## config.mk

```make
export PLATFORM = sky130hd
export DESIGN_NAME = shortest_job_first_queue_unit
export DESIGN_NICKNAME = d
export VERILOG_FILES = /design/src/sv/sjfq_pkg.sv /design/src/sv/shortest_job_first_queue_unit.sv
export SDC_FILE = /design/constraint.sdc
export NUM_CORES = 1
export LEC_CHECK = 0
export ABC_AREA = 1
export ABC_CLOCK_PERIOD_IN_PS = 4500
export BUFFER_PORTS_ARGS = -buffer_cell sky130_fd_sc_hd__buf_2
export CAP_MARGIN = 20
export CORE_AREA = 2 2 472 333
export CTS_CLUSTER_DIAMETER = 60
export DETAILED_ROUTE_END_ITERATION = 8
export DIE_AREA = 0 0 474 335
export SLEW_MARGIN = 40
export SYNTH_ARGS = -nofsm -noshare
export SYNTH_HDL_FRONTEND = slang
export SYNTH_SLANG_ARGS = --single-unit
```

## constraint.sdc

```tcl
create_clock -name clk_i -period 4.5 [get_ports clk_i]
set_input_delay 0.45 -clock clk_i [delete_from_list [all_inputs] [get_ports clk_i]]
set_output_delay 0.45 -clock clk_i [all_outputs]
set_load 0.02 [all_outputs]
```

## src/sv/sjfq_pkg.sv

```systemverilog
// Package: shared types and constants for the shortest-job-first queue.
`timescale 1ns / 1ps

package sjfq_pkg;

  // Table geometry
  localparam int unsigned SLOTS  = 16;
  localparam int unsigned IDX_W  = $clog2(SLOTS);
  localparam int unsigned CNT_W  = $clog2(SLOTS + 1);

  // Field widths
  localparam int unsigned SIZE_W  = 16;
  localparam int unsigned OWNER_W = 8;
  localparam int unsigned TIME_W  = 32;
  localparam int unsigned OCC_W   = 5;

  // Stream word widths
  localparam int unsigned IN_DATA_W  = 56;
  localparam int unsigned OUT_DATA_W = 64;

  // Action codes carried in the input tuser bit
  localparam logic ACT_INSERT = 1'b0;
  localparam logic ACT_REMOVE = 1'b1;

  // One stored job
  typedef struct packed {
    logic [TIME_W-1:0]  stamp;
    logic               sticky;
    logic [OWNER_W-1:0] owner;
    logic [SIZE_W-1:0]  size;
  } slot_t;

  // Sequencer states
  typedef enum logic [1:0] {
    ST_IDLE,
    ST_SCAN,
    ST_LAST,
    ST_DONE
  } state_e;

endpackage

```

## src/sv/shortest_job_first_queue_unit.sv

```systemverilog
// Top level: shortest-job-first job table with a one-slot-per-cycle scanner.
`timescale 1ns / 1ps
//
// Channel   Dir  Handshake                  Contents
// s_axis    in   s_axis_tvalid/tready       tuser=action, tlast=end_marker, tdata=job
// m_axis    out  m_axis_tvalid/tready       tuser=ok, tlast=out_end_marker, tdata=result
//
// Insert walks the slots from index 0, one per cycle, and stops at the first free one
// (or at the last slot when the table is full).
// Remove walks all SLOTS entries through the registered table read and one size
// comparator before the result is loaded.
// Reset empties the table at once (per-slot used bits); no clearing pass.
// A finished result sits in the output register; the next word is taken meanwhile,
// and a later result waits in the final state until the output register is free.

module shortest_job_first_queue_unit (
  input  logic                               clk_i,
  input  logic                               rst_ni,
  // tdata: job_size[15:0], submitter[23:16], now[55:24]
  input  logic [sjfq_pkg::IN_DATA_W-1:0]     s_axis_tdata,
  // tuser: action (0 insert, 1 remove)
  input  logic                               s_axis_tuser,
  // tlast: end_marker
  input  logic                               s_axis_tlast,
  input  logic                               s_axis_tvalid,
  output logic                               s_axis_tready,
  // tdata: out_size[15:0], out_submitter[23:16], out_time[55:24],
  //        occupancy[60:56], zero[63:61]
  output logic [sjfq_pkg::OUT_DATA_W-1:0]    m_axis_tdata,
  // tuser: ok
  output logic                               m_axis_tuser,
  // tlast: out_end_marker
  output logic                               m_axis_tlast,
  output logic                               m_axis_tvalid,
  input  logic                               m_axis_tready
);

  import sjfq_pkg::*;

  localparam logic [IDX_W-1:0] LAST_IDX = IDX_W'(SLOTS - 1);

  // State
  state_e            state_q, state_d;
  logic [IDX_W-1:0]  idx_q;
  logic [SLOTS-1:0]  used_q;
  logic [CNT_W-1:0]  count_q, count_d;
  logic              act_q;
  slot_t             job_q;

  // Scan and compare
  slot_t             mem_q [SLOTS];
  slot_t             rd_q;
  logic [IDX_W-1:0]  cmp_idx_q;
  logic              cmp_vld_q;
  slot_t             best_q;
  logic [IDX_W-1:0]  best_idx_q;
  logic              found_q;
  logic              better;

  // Output register
  logic                   out_valid_q;
  logic [OUT_DATA_W-1:0]  out_data_q;
  logic                   out_ok_q;
  logic                   out_end_q;

  // Control
  logic in_fire, out_fire;
  logic mem_we, load_out, commit_free;

  assign in_fire  = s_axis_tvalid && s_axis_tready;
  assign out_fire = m_axis_tvalid && m_axis_tready;

  // Comparator: used slot with strictly smaller size wins, earlier index keeps ties
  assign better = cmp_vld_q && used_q[cmp_idx_q]
                  && (!found_q || (rd_q.size < best_q.size));

  // Next state
  always_comb begin
    state_d = state_q;
    case (state_q)
      ST_IDLE: begin
        if (in_fire) state_d = ST_SCAN;
      end
      ST_SCAN: begin
        if (act_q == ACT_INSERT) begin
          if (!used_q[idx_q] || idx_q == LAST_IDX) state_d = ST_DONE;
        end else if (idx_q == LAST_IDX) begin
          state_d = ST_LAST;
        end
      end
      ST_LAST: state_d = ST_DONE;
      ST_DONE: begin
        if (!out_valid_q || m_axis_tready) state_d = ST_IDLE;
      end
      default: state_d = ST_IDLE;
    endcase
  end

  // Sequencer outputs
  always_comb begin
    s_axis_tready = 1'b0;
    mem_we        = 1'b0;
    load_out      = 1'b0;
    commit_free   = 1'b0;
    count_d       = count_q;
    case (state_q)
      ST_IDLE: s_axis_tready = 1'b1;
      ST_SCAN: begin
        if (act_q == ACT_INSERT && !used_q[idx_q]) begin
          mem_we  = 1'b1;
          count_d = count_q + CNT_W'(1);
        end
      end
      ST_DONE: begin
        load_out = !out_valid_q || m_axis_tready;
        if (act_q == ACT_REMOVE && found_q && !best_q.sticky) begin
          commit_free = load_out;
          count_d     = count_q - CNT_W'(1);
        end
      end
      default: ;
    endcase
  end

  // Control registers
  always_ff @(posedge clk_i or negedge rst_ni) begin
    if (!rst_ni) begin
      state_q     <= ST_IDLE;
      idx_q       <= '0;
      used_q      <= '0;
      count_q     <= '0;
      act_q       <= ACT_INSERT;
      cmp_vld_q   <= 1'b0;
      found_q     <= 1'b0;
      out_valid_q <= 1'b0;
    end else begin
      state_q   <= state_d;
      cmp_vld_q <= (state_q == ST_SCAN) && (act_q == ACT_REMOVE);
      if (in_fire) begin
        act_q   <= s_axis_tuser;
        idx_q   <= '0;
        found_q <= 1'b0;
      end else if (state_q == ST_SCAN && idx_q != LAST_IDX) begin
        idx_q <= idx_q + IDX_W'(1);
      end
      if (mem_we) begin
        used_q[idx_q] <= 1'b1;
        found_q       <= 1'b1;
      end
      if (better) found_q <= 1'b1;
      if (commit_free) used_q[best_idx_q] <= 1'b0;
      if (mem_we || commit_free) count_q <= count_d;
      if (load_out)      out_valid_q <= 1'b1;
      else if (out_fire) out_valid_q <= 1'b0;
    end
  end

  // Job table: one write port, one registered read port
  always_ff @(posedge clk_i) begin
    if (mem_we) mem_q[idx_q] <= job_q;
    rd_q <= mem_q[idx_q];
  end

  // Payload registers
  always_ff @(posedge clk_i) begin
    if (in_fire) begin
      job_q.size   <= s_axis_tdata[SIZE_W-1:0];
      job_q.owner  <= s_axis_tdata[SIZE_W +: OWNER_W];
      job_q.stamp  <= s_axis_tdata[SIZE_W+OWNER_W +: TIME_W];
      job_q.sticky <= s_axis_tlast;
    end
    cmp_idx_q <= idx_q;
    if (better) begin
      best_q     <= rd_q;
      best_idx_q <= cmp_idx_q;
    end
    if (load_out) begin
      out_ok_q <= found_q;
      if (act_q == ACT_REMOVE && found_q) begin
        out_end_q  <= best_q.sticky;
        out_data_q <= {3'b000, OCC_W'(count_d), best_q.stamp, best_q.owner, best_q.size};
      end else begin
        out_end_q  <= 1'b0;
        out_data_q <= {3'b000, OCC_W'(count_d), {(TIME_W+OWNER_W+SIZE_W){1'b0}}};
      end
    end
  end

  assign m_axis_tvalid = out_valid_q;
  assign m_axis_tdata  = out_data_q;
  assign m_axis_tuser  = out_ok_q;
  assign m_axis_tlast  = out_end_q;

  // Checks
  a_count_bound: assert property (@(posedge clk_i) disable iff (!rst_ni)
    count_q <= CNT_W'(SLOTS))
    else $error("job count exceeds table size");

  a_count_matches: assert property (@(posedge clk_i) disable iff (!rst_ni)
    $countones(used_q) == int'(count_q))
    else $error("job count out of step with used slots");

  a_best_is_used: assert property (@(posedge clk_i) disable iff (!rst_ni)
    (state_q == ST_DONE && act_q == ACT_REMOVE && found_q) |-> used_q[best_idx_q])
    else $error("selected job sits in a free slot");

  a_insert_free_only: assert property (@(posedge clk_i) disable iff (!rst_ni)
    mem_we |=> (used_q[$past(idx_q)] && count_q == $past(count_q) + CNT_W'(1)))
    else $error("insert did not claim its slot");

endmodule
```

==> results of run 1 <==
## per-layer routing
| metal | up-vias | GRT usage |
|---|---|---|
| li1 | 12200 | - |
| met1 | 13400 | 0.213 |
| met2 | 987 | 0.209 |
| met3 | 135 | 0.0337 |
| met4 | 4 | 0.0281 |
| met5 | - | 0 |
## cell type report
type | count | area share
inverters | 131 | 0.0103
repair buffers | 247 | 0.0407
multi-input cells | 1748 | 0.161
flip-flops and latches | 1185 | 0.664
clock inverters | 62 | 0.0152
clock buffers | 148 | 0.0588
well taps | 2091 | 0.0499
## logic make-up after synthesis
kind of cell,synth area share
DFF,0.783
and+or+nand+nor,0.0887
AOI/OAI and AO/OA,0.0924
buffers and inverters,0.0288
adders and majority gates,0.00675
xor gates and xnor gates,0.000591
other,0.0000843
## critical path, delay by kind of cell (launching register included)
family / cells / cell delay, ps
buffers and inverters: 4 / 1370
AND/OR/NAND/NOR: 8 / 1100
flip-flops: 1 / 670
## synthesized netlist by cell type (all sizes together)
| cell | count |
|---|---|
| buf | 41 |
| dfrtp | 31 |
| edfxtp | 1093 |
| nand3 | 46 |
| a21o | 1 |
| xnor2 | 1 |
| o22ai | 229 |
| nor2 | 544 |
| a31oi | 1 |
| ha | 24 |
| inv | 130 |
| a21oi | 33 |
| nand4 | 57 |
| xor2 | 2 |
| clkinv | 1 |
| nand2 | 318 |
| a21boi | 1 |
| o21a | 2 |
| conb | 1 |
| o211ai | 6 |
| dfxtp | 61 |
| o21ai | 474 |
| a211oi | 1 |
| o221ai | 1 |
| nor3 | 4 |
| clkbuf | 150 |
## power groups by stage
stage / clock, mW / combinational (mW) / sequential (mW)
floorplan: 0 / 5.29 / 14.4
global placement: 0 / 7.95 / 14.7
detailed placement: 0 / 8.10 / 14.7
CTS: 10.1 / 8.17 / 14.5
global route: 10.5 / 9.08 / 14.6
finish: 9.89 / 8.15 / 14.5
## registers in the layout, summed over array words and instances, names as in the netlist
register	flops
rd_q	57
m_axis_tdata	61
state_q	2
best_idx_q	4
used_q	16
count_q	5
m_axis_tuser	1
act_q	1
cmp_idx_q	4
cmp_vld_q	1
m_axis_tvalid	1
best_q	57
job_q	57
idx_q	4
mem_q	912
found_q	1
m_axis_tlast	1
## how the worst max path moves through the flow
stage / start / endpoint / slack [ps]
finish: idx_q[0] / mem_q[15][37] / 1000
detailed placement: idx_q[0] / mem_q[15][42] / 980
global route: idx_q[0] / mem_q[3][53] / 780
CTS: idx_q[0] / mem_q[3][53] / 980
floorplan: state_q[0] / used_q[12] / 120
global placement: idx_q[0] / mem_q[15][33] / 950
## stage by stage
step / instance area [µm²] / utilization / worst slack, ps
after floorplan: 44500 / - / 117
final: 52400 / 0.339 / 1000
after CTS: 52400 / 0.339 / 979
after detailed placement: 48000 / 0.310 / 976
after global routing: 52400 / 0.339 / 777
after global placement: 47900 / 0.310 / 947
==> run summary, run 1 <==
reg-to-reg startpoint - idx_q[0]
post-synth cell types - 40
slowest CP cell - dfrtp_4
Residual DRC - 0
Vias/cell - 4.76
WL met1 - 54.0 mm
max-cap violations - 0
Ports - 130
Tmin final - 3500 ps
Storage cell area - 34800 µm²
post-CTS setup buffers - 0
sequential area share after synthesis - 0.783
dpl cells - 5345
# setup viols final - 0
routability congestion estimate from global placement - 0.909
Hold WS - 39.0 ps
CP Cell Sequence - buf_4 -> nand2_1 -> nand3_1 -> nand2_1 -> nand2_1 -> nand2_1 -> inv_2 -> nand2_4 -> nor2_8 -> nand2_1 -> clkinv_2 -> buf_12
Final HPWL DP - 64.0 mm
PostCTS Resize Cnt - 0
IO buf count - 126
largest net degree at the start of global routing - 135
Power Dens Cells - 620 nW/µm²
synthesized instance count - 3253
final WL - 115 mm
area occupied by multi-input gates - 8420 µm²
Mapped Area - 44500 µm²
Nets - 3511
Synth Area per Inst - 13.7 µm²
drt initial violations - 2975
worst slew pin tran - 779 ps
unrepaired setup endpoints after global routing - false
Syn. warnings - 0
combinational power share - 0.250
Clock power frac - 0.304
Overall Global Routing Usage - 0.142
Relative slew margins - 0.481
top layer used by detailed routing - met5
H-tree depth - 3
Clk Latency, worst-skew pair - 740 ps
final cell count without fillers - 5612
final clock skew - 42.8 ps
row cnt - 121
CTS Buffer Depth - 3
area leader, netlist - edfxtp_1
top cell type's share of synthesized area - 0.738
Worst EP arrival - 3920 ps
period utilisation layout - 0.778
Crit path required time - 4920 ps
Net Sw Frac - 0.336
core region area - 155000 µm²
total number of vias - 26.7k
CTS tree - yes
antenna-violating nets left - 0
Die X - 474 µm
worst setup path class - flop to flop
root buffer cell - clkbuf_16
Pins Over Slew Limit - 0
Max Fclk - 286 MHz
antenna violations before repair - 2
critical path's most frequent cell - nand2_1
Worst Path Max Fanout - 51
number of synthesized register bits - 1185
Pleak - 17.5 nW
commonest non-fill, non-tap cell in the layout - edfxtp_1
FF-to-FF path depth - 12
Power Total - 32.5 mW
grt ovf - 0
Cell Int Power - 21.6 mW
TritonRoute pass-1 iters - 5
first-pass GRT wire length - 170 mm
wire length on met2 - 50.5 mm
Post-CTS Hold Buffers - 57
Worst VDD drop - 0.430 mV
Num Clock Sinks - 1185
hold_sp - s_axis_tdata[7]
commonest non-fill, non-tap cells in the layout - 1093 x edfxtp_1, 539 x nor2_1, 472 x o21ai_0
die area - 159000 µm²
clock-pin slew on the worst setup and hold paths - 60 ps
initial cell density of the core - 0.288
worst reg-to-reg setup slack - 1000 ps
Routed wire per std cell - 20.5 µm
Fin Setup TNS - 0 ps
Worst Hold Endpoint - job_q[7]
met3 WL post-DR - 8.83 mm
net switching power - 10.9 mW
worst hold path depth - 1
critical path's largest stage delay - 670 ps
vias in the first global route - 25.4k
Final Hold Vio Count - 0
crit start category - flop
Sequential Power Share - 0.445
total clock buffers created by CTS - 112
Synth area leaders - edfxtp_1 74%, o21ai_0 5.3%, nor2_1 4.6%
Critical Path Sink Type - flop
ant diodes - 0
Hold WC Path Type - primary input to flop
Die Ht - 335 µm
status - finished clean
share of layout cells above drive strength 1 - 0.119
number of fillers in the final layout - 14.9k
Crit Reg-Reg Endpoint - mem_q[15][37]
Area Overhead vs Synth - 17.8%
No activity file was read; power rests on OpenSTA's default activity.
==> run 2, diff against run 1 <==
--- a/config.mk
+++ b/config.mk
@@ -6,7 +6,7 @@
 export NUM_CORES = 1
 export LEC_CHECK = 0
 export ABC_AREA = 1
-export ABC_CLOCK_PERIOD_IN_PS = 4500
+export ABC_CLOCK_PERIOD_IN_PS = 3230
 export BUFFER_PORTS_ARGS = -buffer_cell sky130_fd_sc_hd__buf_2
 export CAP_MARGIN = 20
 export CORE_AREA = 2 2 472 333
==> constraint.sdc (replaced) <==
create_clock -name clk_i -period 3.23 [get_ports clk_i]
set_input_delay 0.323 -clock clk_i [delete_from_list [all_inputs] [get_ports clk_i]]
set_output_delay 0.323 -clock clk_i [all_outputs]
set_load 0.02 [all_outputs]
==> run 2 against run 1 <==
Clock-buffer cell count is 10 lower. Non-clock buffer count is 19 higher. Maximum frequency is 22% higher. Die area stayed put. Global-route usage is 0.13 points higher. Combinational power is 39% higher. Largest power group unchanged. Sequential share of layout area is 0.28 points lower. Critical path type unchanged. Flip-flop and latch count stayed put.
==> run summary, run 2 (same netlist as run 1, synthesis figures left out) <==
Critical Path Sink Type - flop
crit start category - flop
pre-CTS worst setup slack - 501 ps (-475 ps)
total number of vias - 26.9k (+0.76%)
routability congestion estimate from global placement - 0.903 (-0.74%)
Fin Setup TNS - 0 ps (unchanged)
Worst path top cell family by delay - buffers and inverters
Max Fclk - 349 MHz (+22%)
initial cell density of the core - 0.288 (unchanged)
worst setup margin - 369 ps (-632 ps)
commonest non-fill, non-tap cell in the layout - edfxtp_1
unrepaired setup endpoints after global routing - false
Vias/cell - 4.79 (+0.47%)
core region area - 155000 µm² (unchanged)
IO buf count - 126 (unchanged)
Worst EP arrival - 3490 ps (-430 ps)
Clk Latency, worst-skew pair - 740 ps (about the same)
Worst Path Max Fanout - 137 (+170%)
Relative slew margins - 0.405 (-0.0755)
H-tree depth - 3 (unchanged)
row cnt - 121 (unchanged)
worst slew pin tran - 892 ps (+113 ps)
vias in the first global route - 25.6k (+0.52%)
largest net degree at the start of global routing - 201 (+49%)
slowest CP cell - dfrtp_4
Overall Global Routing Usage - 0.144 (+0.00129)
Worst VDD drop - 0.853 mV (+98%)
first-pass GRT wire length - 172 mm (+0.99%)
worst setup path class - flop to flop
WP buf/inv - 4 (unchanged)
Reg with most FFs - mem_q
share of layout cells above drive strength 1 - 0.123 (+0.00430)
Storage cell area - 34800 µm² (unchanged)
post-CTS setup buffers - 0 (unchanged)
Residual DRC - 0 (unchanged)
Num Clock Sinks - 1185 (unchanged)
max-cap violations - 0 (unchanged)
Crit path required time - 3860 ps (-1060 ps)
Pins Over Slew Limit - 0 (unchanged)
status - finished clean
commonest non-fill, non-tap cells in the layout - 1093 x edfxtp_1, 539 x nor2_1, 472 x o21ai_0
final WL - 116 mm (+0.77%)
Crit Reg-Reg Endpoint - rd_q[36]
Die Ht - 335 µm (unchanged)
dpl cells - 5359 (+0.26%)
Routed wire per std cell - 20.6 µm (+0.48%)
reg-to-reg startpoint - idx_q[0]
antenna violations before repair - 0 (-2)
antenna-violating nets left - 0 (unchanged)
Pleak - 17.6 nW (+0.72%)
FF-to-FF path depth - 8 (-4)
TritonRoute pass-1 iters - 6 (+1)
final clock skew - 41.0 ps (-1.79 ps)
# setup viols final - 0 (unchanged)
Final HPWL DP - 64.0 mm (about the same)
Hold WC Path Type - primary input to async pin
grt ovf - 0 (unchanged)
critical path's largest stage delay - 570 ps (-100 ps)
CTS Buffer Depth - 3 (unchanged)
max reg flops - 912 (unchanged)
total clock buffers created by CTS - 108 (-3.6%)
Area Overhead vs Synth - 18.3%
die area - 159000 µm² (unchanged)
area occupied by multi-input gates - 8420 µm² (about the same)
Tmin final - 2860 ps (-638 ps)
Power Dens Cells - 863 nW/µm² (+39%)
Nets - 3526 (+0.43%)
Levels on crit path - 8 (-4)
worst reg-to-reg setup slack - 370 ps (-630 ps)
root buffer cell - clkbuf_16
drt initial violations - 2643 (-11%)
CTS tree - yes
Final Hold Vio Count - 0 (unchanged)
final cell count without fillers - 5628 (+0.29%)
period utilisation layout - 0.886 (+0.108)
Ports - 130 (unchanged)
CP Cell Sequence - clkinv_8 -> buf_4 -> buf_12 -> buf_16 -> o21ai_0 -> o22ai_1 -> nand2_1 -> nand4_1
clock-pin slew on the worst setup and hold paths - 70 ps (about the same)
Power Total - 45.4 mW (+40%)
number of fillers in the final layout - 14.9k (+0.060%)
Die X - 474 µm (unchanged)
[run 2: how the worst max path moves through the flow]
stage | start | endpoint | slack [ps]
after CTS | idx_q[1] | rd_q[1] | 470
after detailed placement | idx_q[1] | rd_q[1] | 500
final | idx_q[0] | rd_q[36] | 370
after global placement | idx_q[0] | mem_q[5][37] | 490
after global routing | idx_q[0] | rd_q[1] | 200
after floorplan | idx_q[0] | mem_q[2][0] | 90
[run 2: worst reg2reg max path, stage by stage (launching register included)]
cell	delay (ps)
dfrtp_4	570
clkinv_8	110
buf_4	450
buf_12	390
buf_16	370
o21ai_0	420
o22ai_1	220
nand2_1	80
nand4_1	170
[run 2: layer usage]
| metal | GRT usage | vias up | share of wire |
|---|---|---|---|
| met3 | 0.0275 | 114 | 0.070 |
| li1 | - | 12200 | - |
| met1 | 0.217 | 13600 | 0.48 |
| met5 | 0 | - | 0 |
| met2 | 0.213 | 940 | 0.44 |
| met4 | 0.0297 | 0 | 0.014 |
[run 2: report_power, final]
part / total, mW / switching (mW) / leakage [nW] / internal [mW]
combinational: 11.3 / 7.99 / 5.01 / 3.34
clock: 13.9 / 5.93 / 1.89 / 7.97
sequential: 20.2 / 1.28 / 10.7 / 18.9
total: 45.4 / 15.2 / 17.6 / 30.2
[run 2: per-stage QoR]
step / util / hold WS, ps / cell area, µm²
4_1_cts: 0.340 / 30.7 / 52600
2_1_floorplan: - / 27.4 / 44500
5_1_grt: 0.340 / 95.5 / 52600
3_3_place_gp: 0.311 / 388 / 48100
3_5_place_dp: 0.311 / 389 / 48100
6_report: 0.341 / 95.7 / 52600
[run 2: cell type report]
type / count / area share
Sequential cell: 1185 / 0.662
Multi-Input combinational cell: 1748 / 0.160
Clock buffer: 138 / 0.0558
Tap cell: 2091 / 0.0497
Timing Repair Buffer: 266 / 0.0445
Clock inverter: 68 / 0.0182
Inverter: 131 / 0.0102
Antenna cell: 1 / 0.0000475
[run 2: what timing repair did]
action                     in CTS  in global routing
setup endpoints to repair       0                  0
hold buffers                   60                  0
hold endpoints to repair       90                  0
resized for setup               0                  0
==> run 3, diff against run 2 <==
--- a/config.mk
+++ b/config.mk
@@ -9,10 +9,11 @@
 export ABC_CLOCK_PERIOD_IN_PS = 3230
 export BUFFER_PORTS_ARGS = -buffer_cell sky130_fd_sc_hd__buf_2
 export CAP_MARGIN = 20
-export CORE_AREA = 2 2 472 333
+export CORE_AREA = 2 2 343 243
 export CTS_CLUSTER_DIAMETER = 60
 export DETAILED_ROUTE_END_ITERATION = 8
-export DIE_AREA = 0 0 474 335
+export DIE_AREA = 0 0 345 245
+export PLACE_DENSITY = 0.72
 export SLEW_MARGIN = 40
 export SYNTH_ARGS = -nofsm -noshare
 export SYNTH_HDL_FRONTEND = slang
==> run 3 against run 2 <==
Clock skew fell by 10 ps. Setup slack improved by 21 ps. Clock power fell by 10%. First-iteration DRC count rose by 31%. Hold slack improved by 5.3 ps. Sequential power barely moved. Critical path type unchanged. Critical endpoint is now mem_q[5][53].
==> run summary, run 3 (same netlist as run 1, synthesis figures left out) <==
Die Ht - 245 µm (-27%)
# setup viols final - 0 (unchanged)
Relative slew margins - 0.469 (+0.0641)
max reg flops - 912 (unchanged)
largest net degree at the start of global routing - 195 (-3.0%)
Worst EP arrival - 3200 ps (-290 ps)
slowest CP cell - dfrtp_4
number of fillers in the final layout - 5895 (-61%)
area occupied by multi-input gates - 8420 µm² (about the same)
Power Dens Cells - 860 nW/µm² (-0.28%)
H-tree depth - 3 (unchanged)
worst setup path class - flop to flop
Residual DRC - 0 (unchanged)
row cnt - 88 (-27%)
worst hold path depth - 4
grt ovf - 0 (unchanged)
crit start category - flop
initial cell density of the core - 0.546 (+0.258)
Max Fclk - 352 MHz (+0.74%)
vias in the first global route - 25.7k (+0.54%)
ant diodes - 0 (-1)
share of layout cells above drive strength 1 - 0.116 (-0.00701)
antenna-violating nets left - 0 (unchanged)
Routed wire per std cell - 22.8 µm (+11%)
Fin Setup TNS - 0 ps (unchanged)
Die X - 345 µm (-27%)
Worst VDD drop - 0.518 mV (-39%)
CTS Buffer Depth - 3 (unchanged)
drt initial violations - 3473 (+31%)
Num Clock Sinks - 1185 (unchanged)
CP Cell Sequence - clkinv_8 -> nand2_1 -> nand3_1 -> nand3_1 -> nand2_2 -> nor2_8 -> nand2_4 -> nor2_8 -> nand3_1 -> clkinv_2 -> buf_4
Area Overhead vs Synth - 14.3%
critical path's most frequent cell - nand3_1
period utilisation layout - 0.879 (-0.00647)
max-cap violations - 0 (unchanged)
TritonRoute pass-1 iters - 8 (+2)
commonest non-fill, non-tap cells in the layout - 1093 x edfxtp_1, 539 x nor2_1, 472 x o21ai_0
Ports - 130 (unchanged)
FF-to-FF path depth - 11 (+3)
Crit path required time - 3590 ps (-270 ps)
Critical Path Sink Type - flop
Levels on crit path - 11 (+3)
first-pass GRT wire length - 158 mm (-8.2%)
Tmin final - 2840 ps (-20.9 ps)
Clk Latency, worst-skew pair - 690 ps (-50 ps)
final WL - 105 mm (-9.5%)
die area - 84500 µm² (-47%)
Util after Layout - 0.624 (+0.284)
final clock skew - 30.9 ps (-10.1 ps)
root buffer cell - clkbuf_16
Worst path top cell family by delay - simple AND/OR/NAND/NOR gates
Nets - 3513 (-0.37%)
WP buf/inv - 3 (-1)
Vias/cell - 5.89 (+23%)
Hold WC Path Type - primary input to flop
Reg with most FFs - mem_q
worst reg-to-reg setup slack - 390 ps (+20 ps)
CTS tree - yes
total number of vias - 27.1k (+0.53%)
routability congestion estimate from global placement - 0.899 (-0.42%)
unrepaired setup endpoints after global routing - false
critical path's largest stage delay - 580 ps (about the same)
Overall Global Routing Usage - 0.247 (+0.104)
core region area - 81500 µm² (-47%)
total clock buffers created by CTS - 104 (-3.7%)
IO buf count - 126 (unchanged)
status - finished clean
Final HPWL DP - 54.9 mm (-14%)
commonest non-fill, non-tap cell in the layout - edfxtp_1
Pins Over Slew Limit - 0 (unchanged)
Storage cell area - 34800 µm² (unchanged)
clock-pin slew on the worst setup and hold paths - 70 ps (about the same)
post-CTS setup buffers - 0 (unchanged)
Pleak - 17.4 nW (-1.4%)
Worst Path Max Fanout - 17 (-88%)
Final Hold Vio Count - 0 (unchanged)
worst slew pin tran - 796 ps (-96.1 ps)
antenna violations before repair - 3 (+3)
run 3: changes by cell type in the layout (fill, tap and decap cells not counted), sizes merged:
cell and delta:
inv -1, clkbuf +3, clkinvlp -2, clkinv -2, bufinv -8, buf -9, diode -1
run 3: report_power, final:
part,switching [mW],internal (mW)
registers,1.15,18.9
logic,7.87,3.32
clock network,5.46,7.06
run 3: final timing paths:
path                               startpoint           end
worst max-delay path                 idx_q[0]  mem_q[5][53]
worst min-delay path            s_axis_tvalid      idx_q[3]
worst max register to register       idx_q[0]  mem_q[5][53]
worst min register to register       rd_q[18]    best_q[18]
max in group asynchronous              rst_ni      idx_q[1]
min in group asynchronous              rst_ni    count_q[3]
run 3: what timing repair did:
action | CTS | global route
hold buffers | 60 | 0
resized for setup | 0 | 0
hold endpoints to repair | 90 | 0
run 3: cell type report:
type,instances,share of cell area
well taps,1080,0.0266
repair buffers,257,0.0451
flip-flops and latches,1185,0.685
clock buffers,141,0.0565
multi-input cells,1748,0.166
clock inverters,55,0.0111
inverters,131,0.0105
run 3: metrics by stage:
stage / hold WS [ps] / setup WS (ps) / std cells / total power, mW / area, µm²
2_1_floorplan: 27.4 / 86.0 / 3255 / 27.5 / 44500
3_3_place_gp: 387 / 437 / 4338 / 31.0 / 46700
3_5_place_dp: 389 / 419 / 4339 / 31.3 / 46800
4_1_cts: 68.8 / 398 / 4595 / 43.7 / 50800
5_1_grt: 126 / 283 / 4597 / 45.8 / 50900
6_report: 101 / 390 / 4597 / 43.8 / 50900
run 3: layer usage:
metal / vias up / global-route usage / share of wire
met4: 0 / 0.0672 / 0.021
met5: - / 0 / 0
met2: 1412 / 0.372 / 0.45
li1: 12200 / - / -
met3: 164 / 0.0475 / 0.10
met1: 13300 / 0.373 / 0.43
run 3: worst min-delay path, cell delays in order:
cell and delay [ps]:
buf_2 90, nand2_1 160, o21ai_0 120, a21oi_1 50
